[src/rtl/cle_pkg.sv]
// ----------------------------------------------------------------------------
// Console line editor package
// Shared sizes, key and character codes, register indexes and the command
// and result word types.
// ----------------------------------------------------------------------------
package cle_pkg;

  // Line store size and the width of a position in it.
  localparam int LINE_BYTES = 32;
  localparam int POS_W      = $clog2(LINE_BYTES);

  localparam int CHAR_W     = 8;
  localparam int CAP_W      = 6;

  // Configuration port.
  localparam int CFG_IDX_W  = 2;
  localparam int CFG_DATA_W = 6;
  localparam logic [CFG_IDX_W-1:0] CFG_LINE_CAPACITY = 2'd0;
  localparam logic [CFG_IDX_W-1:0] CFG_MASK_ECHO     = 2'd1;
  localparam logic [CAP_W-1:0]     CAP_RESET         = 6'd32;

  // Key codes.
  localparam logic [CHAR_W-1:0] KEY_ENTER  = 8'd13;
  localparam logic [CHAR_W-1:0] KEY_BKSP   = 8'd8;
  localparam logic [CHAR_W-1:0] KEY_EXT    = 8'd0;
  localparam logic [CHAR_W-1:0] SCAN_RIGHT = 8'h4D;
  localparam logic [CHAR_W-1:0] SCAN_LEFT  = 8'h4B;

  // Characters produced by the editor.
  localparam logic [CHAR_W-1:0] CH_STAR  = 8'h2A;
  localparam logic [CHAR_W-1:0] CH_CR    = 8'd13;
  localparam logic [CHAR_W-1:0] CH_LF    = 8'd10;
  localparam logic [CHAR_W-1:0] CH_SPACE = 8'h20;
  localparam logic [CHAR_W-1:0] CH_BS    = 8'd8;
  localparam logic [CHAR_W-1:0] CH_NUL   = 8'd0;

  localparam logic DEST_SCREEN = 1'b0;
  localparam logic DEST_LINE   = 1'b1;

  // Command queue between front and back.
  localparam int CMDQ_DEPTH = 2;
  localparam int CMDQ_PTR_W = $clog2(CMDQ_DEPTH);
  localparam int CMDQ_CNT_W = $clog2(CMDQ_DEPTH + 1);

  // Result queue feeding the output port.
  localparam int RESQ_DEPTH = 4;
  localparam int RESQ_PTR_W = $clog2(RESQ_DEPTH);
  localparam int RESQ_CNT_W = $clog2(RESQ_DEPTH + 1);

  typedef enum logic [2:0] {
    OP_PRINT,
    OP_BKSP,
    OP_ENTER,
    OP_RIGHT,
    OP_LEFT
  } op_t;

  typedef struct packed {
    op_t               op;
    logic [CHAR_W-1:0] ch;
  } cmd_t;

  typedef struct packed {
    logic [CHAR_W-1:0] ch;
    logic              dest;
    logic              last;
  } res_t;

endpackage

[src/rtl/cle_front.sv]
// ----------------------------------------------------------------------------
// Console line editor front end
// Accepts key words, sorts them into editing commands, drops unknown extended
// keys and holds the commands in a short queue for the back end.
// ----------------------------------------------------------------------------
module cle_front (
  input  logic                      clk,
  input  logic                      rst_n,
  input  logic                      in_push,
  output logic                      in_full,
  input  logic [cle_pkg::CHAR_W-1:0] in_ascii_code,
  input  logic [cle_pkg::CHAR_W-1:0] in_scan_code,
  output logic                      cmd_valid,
  output cle_pkg::cmd_t             cmd,
  input  logic                      cmd_pop
);
  import cle_pkg::*;

  cmd_t                  q_r [CMDQ_DEPTH];
  logic [CMDQ_PTR_W-1:0] wr_ptr_r, wr_ptr_nxt;
  logic [CMDQ_PTR_W-1:0] rd_ptr_r, rd_ptr_nxt;
  logic [CMDQ_CNT_W-1:0] cnt_r, cnt_nxt;
  logic                  keep;
  op_t                   op;
  logic                  wr_en;
  logic                  rd_en;

  // Extended keys other than the two arrows are dropped here.
  always_comb begin
    keep = 1'b1;
    op   = OP_PRINT;
    case (in_ascii_code)
      KEY_ENTER: op = OP_ENTER;
      KEY_BKSP:  op = OP_BKSP;
      KEY_EXT: begin
        case (in_scan_code)
          SCAN_RIGHT: op = OP_RIGHT;
          SCAN_LEFT:  op = OP_LEFT;
          default:    keep = 1'b0;
        endcase
      end
      default: op = OP_PRINT;
    endcase
  end

  assign in_full   = (cnt_r == CMDQ_CNT_W'(CMDQ_DEPTH));
  assign cmd_valid = (cnt_r != '0);
  assign cmd       = q_r[rd_ptr_r];
  assign wr_en     = in_push && !in_full && keep;
  assign rd_en     = cmd_pop && cmd_valid;

  always_comb begin
    wr_ptr_nxt = wr_ptr_r;
    rd_ptr_nxt = rd_ptr_r;
    cnt_nxt    = cnt_r;
    if (wr_en) begin
      wr_ptr_nxt = (wr_ptr_r == CMDQ_PTR_W'(CMDQ_DEPTH - 1)) ? '0
                   : wr_ptr_r + CMDQ_PTR_W'(1);
    end
    if (rd_en) begin
      rd_ptr_nxt = (rd_ptr_r == CMDQ_PTR_W'(CMDQ_DEPTH - 1)) ? '0
                   : rd_ptr_r + CMDQ_PTR_W'(1);
    end
    if (wr_en && !rd_en) begin
      cnt_nxt = cnt_r + CMDQ_CNT_W'(1);
    end else if (!wr_en && rd_en) begin
      cnt_nxt = cnt_r - CMDQ_CNT_W'(1);
    end
  end

  always_ff @(posedge clk) begin
    if (!rst_n) begin
      wr_ptr_r <= '0;
      rd_ptr_r <= '0;
      cnt_r    <= '0;
    end else begin
      wr_ptr_r <= wr_ptr_nxt;
      rd_ptr_r <= rd_ptr_nxt;
      cnt_r    <= cnt_nxt;
    end
  end

  always_ff @(posedge clk) begin
    if (wr_en) begin
      q_r[wr_ptr_r] <= '{op: op, ch: in_ascii_code};
    end
  end

endmodule

[src/rtl/cle_resq.sv]
// ----------------------------------------------------------------------------
// Console line editor result queue
// Small queue of result words between the back end and the output port.
// ----------------------------------------------------------------------------
module cle_resq (
  input  logic          clk,
  input  logic          rst_n,
  input  logic          push,
  input  cle_pkg::res_t din,
  output logic          full,
  input  logic          pop,
  output logic          empty,
  output cle_pkg::res_t dout
);
  import cle_pkg::*;

  res_t                  q_r [RESQ_DEPTH];
  logic [RESQ_PTR_W-1:0] wr_ptr_r, wr_ptr_nxt;
  logic [RESQ_PTR_W-1:0] rd_ptr_r, rd_ptr_nxt;
  logic [RESQ_CNT_W-1:0] cnt_r, cnt_nxt;
  logic                  wr_en;
  logic                  rd_en;

  assign full  = (cnt_r == RESQ_CNT_W'(RESQ_DEPTH));
  assign empty = (cnt_r == '0);
  assign dout  = q_r[rd_ptr_r];
  assign wr_en = push && !full;
  assign rd_en = pop && !empty;

  always_comb begin
    wr_ptr_nxt = wr_ptr_r;
    rd_ptr_nxt = rd_ptr_r;
    cnt_nxt    = cnt_r;
    if (wr_en) begin
      wr_ptr_nxt = (wr_ptr_r == RESQ_PTR_W'(RESQ_DEPTH - 1)) ? '0
                   : wr_ptr_r + RESQ_PTR_W'(1);
    end
    if (rd_en) begin
      rd_ptr_nxt = (rd_ptr_r == RESQ_PTR_W'(RESQ_DEPTH - 1)) ? '0
                   : rd_ptr_r + RESQ_PTR_W'(1);
    end
    if (wr_en && !rd_en) begin
      cnt_nxt = cnt_r + RESQ_CNT_W'(1);
    end else if (!wr_en && rd_en) begin
      cnt_nxt = cnt_r - RESQ_CNT_W'(1);
    end
  end

  always_ff @(posedge clk) begin
    if (!rst_n) begin
      wr_ptr_r <= '0;
      rd_ptr_r <= '0;
      cnt_r    <= '0;
    end else begin
      wr_ptr_r <= wr_ptr_nxt;
      rd_ptr_r <= rd_ptr_nxt;
      cnt_r    <= cnt_nxt;
    end
  end

  always_ff @(posedge clk) begin
    if (wr_en) begin
      q_r[wr_ptr_r] <= din;
    end
  end

endmodule

[src/rtl/cle_back.sv]
// ----------------------------------------------------------------------------
// Console line editor back end
// Sequencer that runs one editing command at a time against the line store,
// cursor and length; one result word per cycle at most, none while res_full.
// ----------------------------------------------------------------------------
module cle_back (
  input  logic                      clk,
  input  logic                      rst_n,
  input  logic                      cmd_valid,
  input  cle_pkg::cmd_t             cmd,
  output logic                      cmd_pop,
  input  logic [cle_pkg::CAP_W-1:0] cap,
  input  logic                      mask,
  output logic                      res_push,
  output cle_pkg::res_t             res,
  input  logic                      res_full
);
  import cle_pkg::*;

  typedef enum logic [3:0] {
    S_IDLE,
    S_ONE,
    S_RIGHT,
    S_CR,
    S_LF,
    S_DATA,
    S_ZERO,
    S_BS,
    S_SHIFT,
    S_SPACE,
    S_BACK
  } state_t;

  function automatic logic [CHAR_W-1:0] shown(input logic [CHAR_W-1:0] c,
                                              input logic             m);
    return m ? CH_STAR : c;
  endfunction

  state_t             state_r, state_nxt;
  logic [POS_W-1:0]   cursor_r, cursor_nxt;
  logic [POS_W-1:0]   len_r, len_nxt;
  logic [POS_W-1:0]   j_r, j_nxt;
  logic [CHAR_W-1:0]  char_r, char_nxt;

  logic [CHAR_W-1:0]  mem_r [LINE_BYTES];
  logic [CHAR_W-1:0]  rd_data_r;
  logic               mem_we;
  logic [POS_W-1:0]   mem_wa;
  logic [CHAR_W-1:0]  mem_wd;
  logic               mem_re;
  logic [POS_W-1:0]   mem_ra;

  logic [CAP_W-1:0]   cap_eff;
  logic               fits;
  logic [POS_W-1:0]   cur_inc;
  logic [POS_W-1:0]   j_inc;
  logic               more;
  logic               emit;
  logic               go;

  // Capacities above the store size act as the store size.
  assign cap_eff = (cap > CAP_W'(LINE_BYTES)) ? CAP_W'(LINE_BYTES) : cap;
  assign fits    = (CAP_W'(cursor_r) + CAP_W'(1)) < cap_eff;
  assign cur_inc = cursor_r + POS_W'(1);
  assign j_inc   = j_r + POS_W'(1);
  assign more    = ((POS_W+1)'(j_r) + (POS_W+1)'(1)) < (POS_W+1)'(len_r);
  assign go      = !res_full;
  assign res_push = emit && go;

  always_comb begin
    state_nxt  = state_r;
    cursor_nxt = cursor_r;
    len_nxt    = len_r;
    j_nxt      = j_r;
    char_nxt   = char_r;
    cmd_pop    = 1'b0;
    emit       = 1'b0;
    res        = '{ch: CH_NUL, dest: DEST_SCREEN, last: 1'b0};
    mem_we     = 1'b0;
    mem_wa     = cursor_r;
    mem_wd     = cmd.ch;
    mem_re     = 1'b0;
    mem_ra     = cursor_r;
    case (state_r)
      S_IDLE: begin
        if (cmd_valid) begin
          cmd_pop = 1'b1;
          case (cmd.op)
            OP_PRINT: begin
              if (fits) begin
                mem_we     = 1'b1;
                char_nxt   = shown(cmd.ch, mask);
                cursor_nxt = cur_inc;
                if (cur_inc > len_r) begin
                  len_nxt = cur_inc;
                end
                state_nxt  = S_ONE;
              end
            end
            OP_BKSP: begin
              if (cursor_r != '0) begin
                cursor_nxt = cursor_r - POS_W'(1);
                j_nxt      = cursor_r - POS_W'(1);
                state_nxt  = S_BS;
              end
            end
            OP_ENTER: state_nxt = S_CR;
            OP_RIGHT: begin
              if (cursor_r < len_r) begin
                mem_re    = 1'b1;
                state_nxt = S_RIGHT;
              end
            end
            OP_LEFT: begin
              if (cursor_r != '0) begin
                cursor_nxt = cursor_r - POS_W'(1);
                char_nxt   = CH_BS;
                state_nxt  = S_ONE;
              end
            end
            default: state_nxt = S_IDLE;
          endcase
        end
      end
      S_ONE: begin
        emit = 1'b1;
        res  = '{ch: char_r, dest: DEST_SCREEN, last: 1'b1};
        if (go) begin
          state_nxt = S_IDLE;
        end
      end
      S_RIGHT: begin
        emit = 1'b1;
        res  = '{ch: shown(rd_data_r, mask), dest: DEST_SCREEN, last: 1'b1};
        if (go) begin
          cursor_nxt = cur_inc;
          state_nxt  = S_IDLE;
        end
      end
      S_CR: begin
        emit = 1'b1;
        res  = '{ch: CH_CR, dest: DEST_SCREEN, last: 1'b0};
        if (go) begin
          state_nxt = S_LF;
        end
      end
      S_LF: begin
        emit = 1'b1;
        res  = '{ch: CH_LF, dest: DEST_SCREEN, last: 1'b0};
        if (go) begin
          if (len_r != '0) begin
            mem_re    = 1'b1;
            mem_ra    = '0;
            j_nxt     = '0;
            state_nxt = S_DATA;
          end else begin
            state_nxt = S_ZERO;
          end
        end
      end
      S_DATA: begin
        emit = 1'b1;
        res  = '{ch: rd_data_r, dest: DEST_LINE, last: 1'b0};
        if (go) begin
          j_nxt = j_inc;
          if (more) begin
            mem_re = 1'b1;
            mem_ra = j_inc;
          end else begin
            state_nxt = S_ZERO;
          end
        end
      end
      S_ZERO: begin
        emit = 1'b1;
        res  = '{ch: CH_NUL, dest: DEST_LINE, last: 1'b1};
        if (go) begin
          cursor_nxt = '0;
          len_nxt    = '0;
          state_nxt  = S_IDLE;
        end
      end
      S_BS: begin
        emit = 1'b1;
        res  = '{ch: CH_BS, dest: DEST_SCREEN, last: 1'b0};
        if (go) begin
          if (more) begin
            mem_re    = 1'b1;
            mem_ra    = j_inc;
            state_nxt = S_SHIFT;
          end else begin
            state_nxt = S_SPACE;
          end
        end
      end
      S_SHIFT: begin
        // The character read from the next cell moves down one place.
        emit = 1'b1;
        res  = '{ch: shown(rd_data_r, mask), dest: DEST_SCREEN, last: 1'b0};
        if (go) begin
          mem_we = 1'b1;
          mem_wa = j_r;
          mem_wd = rd_data_r;
          j_nxt  = j_inc;
          if (((POS_W+1)'(j_inc) + (POS_W+1)'(1)) < (POS_W+1)'(len_r)) begin
            mem_re = 1'b1;
            mem_ra = j_inc + POS_W'(1);
          end else begin
            state_nxt = S_SPACE;
          end
        end
      end
      S_SPACE: begin
        emit = 1'b1;
        res  = '{ch: CH_SPACE, dest: DEST_SCREEN, last: 1'b0};
        if (go) begin
          j_nxt     = len_r - cursor_r;
          state_nxt = S_BACK;
        end
      end
      S_BACK: begin
        emit = 1'b1;
        res  = '{ch: CH_BS, dest: DEST_SCREEN, last: (j_r == POS_W'(1))};
        if (go) begin
          j_nxt = j_r - POS_W'(1);
          if (j_r == POS_W'(1)) begin
            len_nxt   = len_r - POS_W'(1);
            state_nxt = S_IDLE;
          end
        end
      end
      default: state_nxt = S_IDLE;
    endcase
  end

  always_ff @(posedge clk) begin
    if (!rst_n) begin
      state_r  <= S_IDLE;
      cursor_r <= '0;
      len_r    <= '0;
      j_r      <= '0;
      char_r   <= '0;
    end else begin
      state_r  <= state_nxt;
      cursor_r <= cursor_nxt;
      len_r    <= len_nxt;
      j_r      <= j_nxt;
      char_r   <= char_nxt;
    end
  end

  always_ff @(posedge clk) begin
    if (mem_we) begin
      mem_r[mem_wa] <= mem_wd;
    end
    if (mem_re) begin
      rd_data_r <= mem_r[mem_ra];
    end
  end

endmodule

[src/rtl/console_line_editor.sv]
// ----------------------------------------------------------------------------
// Console line editor
// Keystroke-driven line editor with echo: keeps a line buffer, cursor and
// length, echoes edits to the screen and delivers finished lines.
// ----------------------------------------------------------------------------
// Path: an accepted key word waits in the front-end command queue, is decoded
//   by the back end into its state register, and its result words pass
//   through the result queue to the output. Pacing: a key is decoded only
//   after the previous key's result words are all emitted; the back-end
//   sequencer and its single line-store read port set this pace.
// Reset: synchronous; both queues empty, cursor and length zero, capacity 32,
//   masking off. The line store is not cleared.
module console_line_editor (
  input  logic                           clk,
  input  logic                           rst_n,
  // Key words.
  input  logic                           in_push,
  output logic                           in_full,
  input  logic [cle_pkg::CHAR_W-1:0]     in_ascii_code,
  input  logic [cle_pkg::CHAR_W-1:0]     in_scan_code,
  // Result words.
  output logic                           out_empty,
  input  logic                           out_pop,
  output logic [cle_pkg::CHAR_W-1:0]     out_char,
  output logic                           out_destination,
  output logic                           out_last_of_run,
  // Configuration writes.
  input  logic                           cfg_valid,
  output logic                           cfg_ready,
  input  logic [cle_pkg::CFG_IDX_W-1:0]  cfg_idx,
  input  logic [cle_pkg::CFG_DATA_W-1:0] cfg_wdata
);
  import cle_pkg::*;

  logic [CAP_W-1:0] cap_r;
  logic             mask_r;

  cmd_t cmd;
  logic cmd_valid;
  logic cmd_pop;
  res_t res;
  logic res_push;
  logic res_full;
  res_t res_head;

  // The register file takes a write in any cycle. Writes to an index past
  // the last register are accepted and have no effect.
  assign cfg_ready = 1'b1;

  always_ff @(posedge clk) begin
    if (!rst_n) begin
      cap_r  <= CAP_RESET;
      mask_r <= 1'b0;
    end else if (cfg_valid && cfg_ready) begin
      case (cfg_idx)
        CFG_LINE_CAPACITY: cap_r  <= cfg_wdata[CAP_W-1:0];
        CFG_MASK_ECHO:     mask_r <= cfg_wdata[0];
        default:           cap_r  <= cap_r;
      endcase
    end
  end

  // The front end classifies each key word and queues an editing command.
  // Keys that have no effect at all (unknown extended keys) are dropped
  // here, so they never occupy the back end.
  cle_front u_front (
    .clk           (clk),
    .rst_n         (rst_n),
    .in_push       (in_push),
    .in_full       (in_full),
    .in_ascii_code (in_ascii_code),
    .in_scan_code  (in_scan_code),
    .cmd_valid     (cmd_valid),
    .cmd           (cmd),
    .cmd_pop       (cmd_pop)
  );

  // The back end runs one command at a time. It owns the line store,
  // cursor and length, and emits at most one result word per cycle, holding
  // its place whenever the result queue is full.
  cle_back u_back (
    .clk       (clk),
    .rst_n     (rst_n),
    .cmd_valid (cmd_valid),
    .cmd       (cmd),
    .cmd_pop   (cmd_pop),
    .cap       (cap_r),
    .mask      (mask_r),
    .res_push  (res_push),
    .res       (res),
    .res_full  (res_full)
  );

  // The result queue decouples the sequencer from the consumer; the head
  // word is presented directly on the output ports.
  cle_resq u_resq (
    .clk   (clk),
    .rst_n (rst_n),
    .push  (res_push),
    .din   (res),
    .full  (res_full),
    .pop   (out_pop),
    .empty (out_empty),
    .dout  (res_head)
  );

  assign out_char        = res_head.ch;
  assign out_destination = res_head.dest;
  assign out_last_of_run = res_head.last;

endmodule

[config.mk]
export PLATFORM = sky130hd
export DESIGN_NAME = console_line_editor
export DESIGN_NICKNAME = d
export VERILOG_FILES = /design/src/rtl/cle_pkg.sv /design/src/rtl/cle_front.sv /design/src/rtl/cle_resq.sv /design/src/rtl/cle_back.sv /design/src/rtl/console_line_editor.sv
export SDC_FILE = /design/constraint.sdc
export NUM_CORES = 1
export LEC_CHECK = 0
export BUFFER_PORTS_ARGS = -buffer_cell sky130_fd_sc_hd__clkbuf_2
export CAP_MARGIN = 10
export CORE_MARGIN = 2
export CORE_UTILIZATION = 40
export DETAILED_ROUTE_END_ITERATION = 16
export HOLD_SLACK_MARGIN = 0.12
export SETUP_SLACK_MARGIN = 0.15
export SKIP_CTS_REPAIR_TIMING = 1
export SYNTH_ARGS = -nofsm -noshare
export SYNTH_HDL_FRONTEND = slang
export SYNTH_HIERARCHICAL = 1
export SYNTH_SLANG_ARGS = --single-unit
export TNS_END_PERCENT = 5
[constraint.sdc]
create_clock -name clk -period 6.2 [get_ports clk]
set_input_delay 1.55 -clock clk [delete_from_list [all_inputs] [get_ports clk]]
set_output_delay 1.55 -clock clk [all_outputs]
set_load 0.1 [all_outputs]
==> metrics <==
Crit Path Class flop to flop; peak supply drop 0.000379 V; crit path max fanout 20; fin util 46.1%; Yosys reg bits 374; placed inst area 19100 um^2; Worst setup EP type flop; CTS tree done; H-tree depth 2; Max Clock Freq 180 MHz; total number of vias 12400; Final Hold Fails 0; root buffer cell clkbuf_16; Min-Delay Path Class flop to flop; DR pass1 iterations 6; Arr. time, crit path 5970 ps; Final Cell Area 20500 um^2; clock slew at reported path FFs 60 ps; die area 47000 um^2; HPWL Detailed 31200 um; Synth area leaders edfxtp_1, dfxtp_1, mux2i_1; Inserted Clock Buffers 42; Yosys cell types 101; max_cap viols 0; status complete, no violations; Worst Tran Pin Value 1230 ps; Mapped Nets 1517; I/O Buffers 40; antenna violations before repair 0; Initial Utilization 40.7%; hold slack 457 ps; final setup vio count 0; Residual DRC 0; clk sinks 374; buffer depth of the longest clock path 3; worst skew pair latency 560 ps; Die Y 217 um; Synth Instances 1447; sequential-to-total area share from yosys stat 59.3%; Die W 217 um; Initial DRC Count 958; Vias/cell 5.79; pwr dens 443 nW/um^2; core area 44500 um^2; max_slew headroom 17.8%; post-route ant nets 0; XOR/XNOR Fraction of Synth Area 1.21%; adder-cell area share of the yosys netlist 2.91%; number of global-route vias before repair 12000; largest family of logic cells by synthesized area compound AO/OA/AOI/OAI gates; reg2reg setup slack 640 ps; Synth top area share 54.0%; Top FF cell, synth edfxtp_1; Worst Path Required 6610 ps; Max Slew Vio Count 0; Syn. warnings 6; Synth Area per Inst 12.5 um^2; global-route wire length before repair 71700 um; share of layout cells above drive strength 1 16.2%; GPL Wtd Cong 0.934; fillcell total 4112; GRT overflow 0; critical path startpoint category flop; Synth Cell Area 18100 um^2; fin crit share 89.7%; Rows 77; Tmin final 5560 ps; DRT Wirelength 47100 um; area leader, netlist edfxtp_1; Antenna Diode Count 0; EDFF count, synth 326; number of I/O pins 42; Async SR Flop Fraction 0%; Synth Area in Simple Gates 11.1%; Final #Nets 1583; post-synthesis mux area share 7.94%; Tot GR Track Use 19.9%; RSZ-0062 raised after global routing false; Synth Area in Compound Gates 13.6%; wire length per cell 22.0 um; P&R area growth vs syn 13.1%; skew final 17.3 ps; Pleak 0.00708 uW; setup_tns 0 ps; pin count of the biggest net entering global routing 69
[registers in the layout, summed over array words and instances (netlist names), named ones only]
name,flops
u_back/mem_r,256
u_resq/q_r,40
u_front/q_r,22
u_back/char_r,8
u_back/rd_data_r,8
cap_r,6
u_back/cursor_r,5
u_back/j_r,5
u_back/len_r,5
u_back/state_r,4
u_resq/cnt_r,3
u_front/cnt_r,2
u_resq/rd_ptr_r,2
u_resq/wr_ptr_r,2
mask_r,1
u_front/rd_ptr_r,1
u_front/wr_ptr_r,1
[worst max-delay path, stage by stage (launching register included)]
cell,delay (ps)
dfxtp_2,530
inv_1,230
ha_1,490
nand3_1,210
xnor2_1,250
ha_1,270
o21a_1,100
o21ai_0,320
o21bai_1,170
o21ai_0,330
a31oi_2,370
nor2_2,380
buf_4,380
mux2_2,390
a2111oi_1,700
nor3b_2,270
[area by class of cell]
cell class	count	area, um^2	share of cell area (%)
sequential	374	10800	52.4
multi-input combinational	921	6700	32.7
tap	592	741	3.61
clock buffer	52	1120	5.46
clock inverter	24	174	0.848
inverter	64	240	1.17
timing repair buffer	110	778	3.80
[per-stage QoR]
step,setup slack (ps),instances,power [uW]
final,638,2137,9080
after detailed placement,414,2059,6710
after CTS,364,2135,9090
after global routing,373,2137,9510
after floorplan,2070,1447,5780
after global placement,637,2059,6670
[cells in the mapped netlist (all sizes together), types with 5 or more instances]
| master | number |
|---|---|
| edfxtp | 326 |
| nand2 | 130 |
| nor2 | 98 |
| mux2i | 74 |
| inv | 62 |
| nand3 | 55 |
| o21ai | 55 |
| a21oi | 52 |
| clkbuf | 48 |
| dfxtp | 48 |
| o2111ai | 42 |
| buf | 40 |
| ha | 39 |
| a211oi | 33 |
| mux2 | 30 |
| nor3 | 21 |
| nand2b | 18 |
| xnor2 | 17 |
| mux4 | 16 |
| o221ai | 16 |
| and2 | 14 |
| o22ai | 13 |
| o211ai | 11 |
| or3 | 11 |
| a2111oi | 10 |
| a22oi | 10 |
| o21a | 10 |
| a31oi | 9 |
| o41a | 8 |
| xor2 | 8 |
| nor2b | 7 |
| nor4b | 7 |
| or2 | 7 |
| a221oi | 6 |
| nand3b | 6 |
| nor3b | 6 |
| nor4 | 6 |
| o31ai | 6 |
| a21boi | 5 |
| a21o | 5 |
| a22o | 5 |
| o41ai | 5 |
[placed cells by master, fill, tap and decap left out, types with 11 or more instances in the layout]
| cell type | Yosys | layout |
|---|---|---|
| xnor2_1 | 17 | 17 |
| clkinv_1 | 2 | 11 |
| buf_4 | 9 | 67 |
| nand2_1 | 130 | 130 |
| o21ai_0 | 51 | 50 |
| edfxtp_1 | 326 | 326 |
| dfxtp_1 | 48 | 47 |
| ha_1 | 39 | 39 |
| o221ai_1 | 15 | 15 |
| clkbuf_2 | 0 | 40 |
| mux2_2 | 26 | 26 |
| and2_1 | 13 | 13 |
| mux4_2 | 16 | 16 |
| nor3_1 | 20 | 20 |
| o22ai_1 | 13 | 13 |
| or3_1 | 11 | 11 |
| nand3_1 | 54 | 54 |
| nand2b_1 | 17 | 17 |
| nor2_1 | 97 | 97 |
| mux2i_1 | 74 | 74 |
| clkbuf_16 | 0 | 43 |
| a21oi_1 | 50 | 50 |
| o2111ai_1 | 42 | 42 |
| a211oi_1 | 32 | 32 |
| inv_1 | 62 | 62 |
[kinds of logic after synthesis]
family,count (synthesis)
flops,374
mux,120
buf+inv,152
compound gates,332
simple gates,402
other cells,1
fa+ha+maj,41
xor+xnor,25
[routing by layer]
layer,share of wire (%),vias to the layer above,track usage [%]
li1,-,5700,-
met1,44,6138,27.0
met2,46,442,32.0
met3,6.7,86,3.38
met4,3.1,2,7.21
met5,0.16,-,1.15
[final timing paths]
kind	end	from	cells after the start
max	u_back/rd_data_r[4]$_DFFE_PP_	u_back/j_r[0]$_SDFFE_PN0P_	15
min	u_back/char_r[5]$_SDFFE_PN0P_	u_back/char_r[5]$_SDFFE_PN0P_	2
min reg2reg	u_back/char_r[5]$_SDFFE_PN0P_	u_back/char_r[5]$_SDFFE_PN0P_	2
max reg2reg	u_back/rd_data_r[4]$_DFFE_PP_	u_back/j_r[0]$_SDFFE_PN0P_	15
[power by group]
group          switching (uW)  internal [uW]  total (uW)
clock                     997           1370        2360
sequential                201           3150        3350
combinational            2230           1140        3370
(Power assumes the default switching activity.)
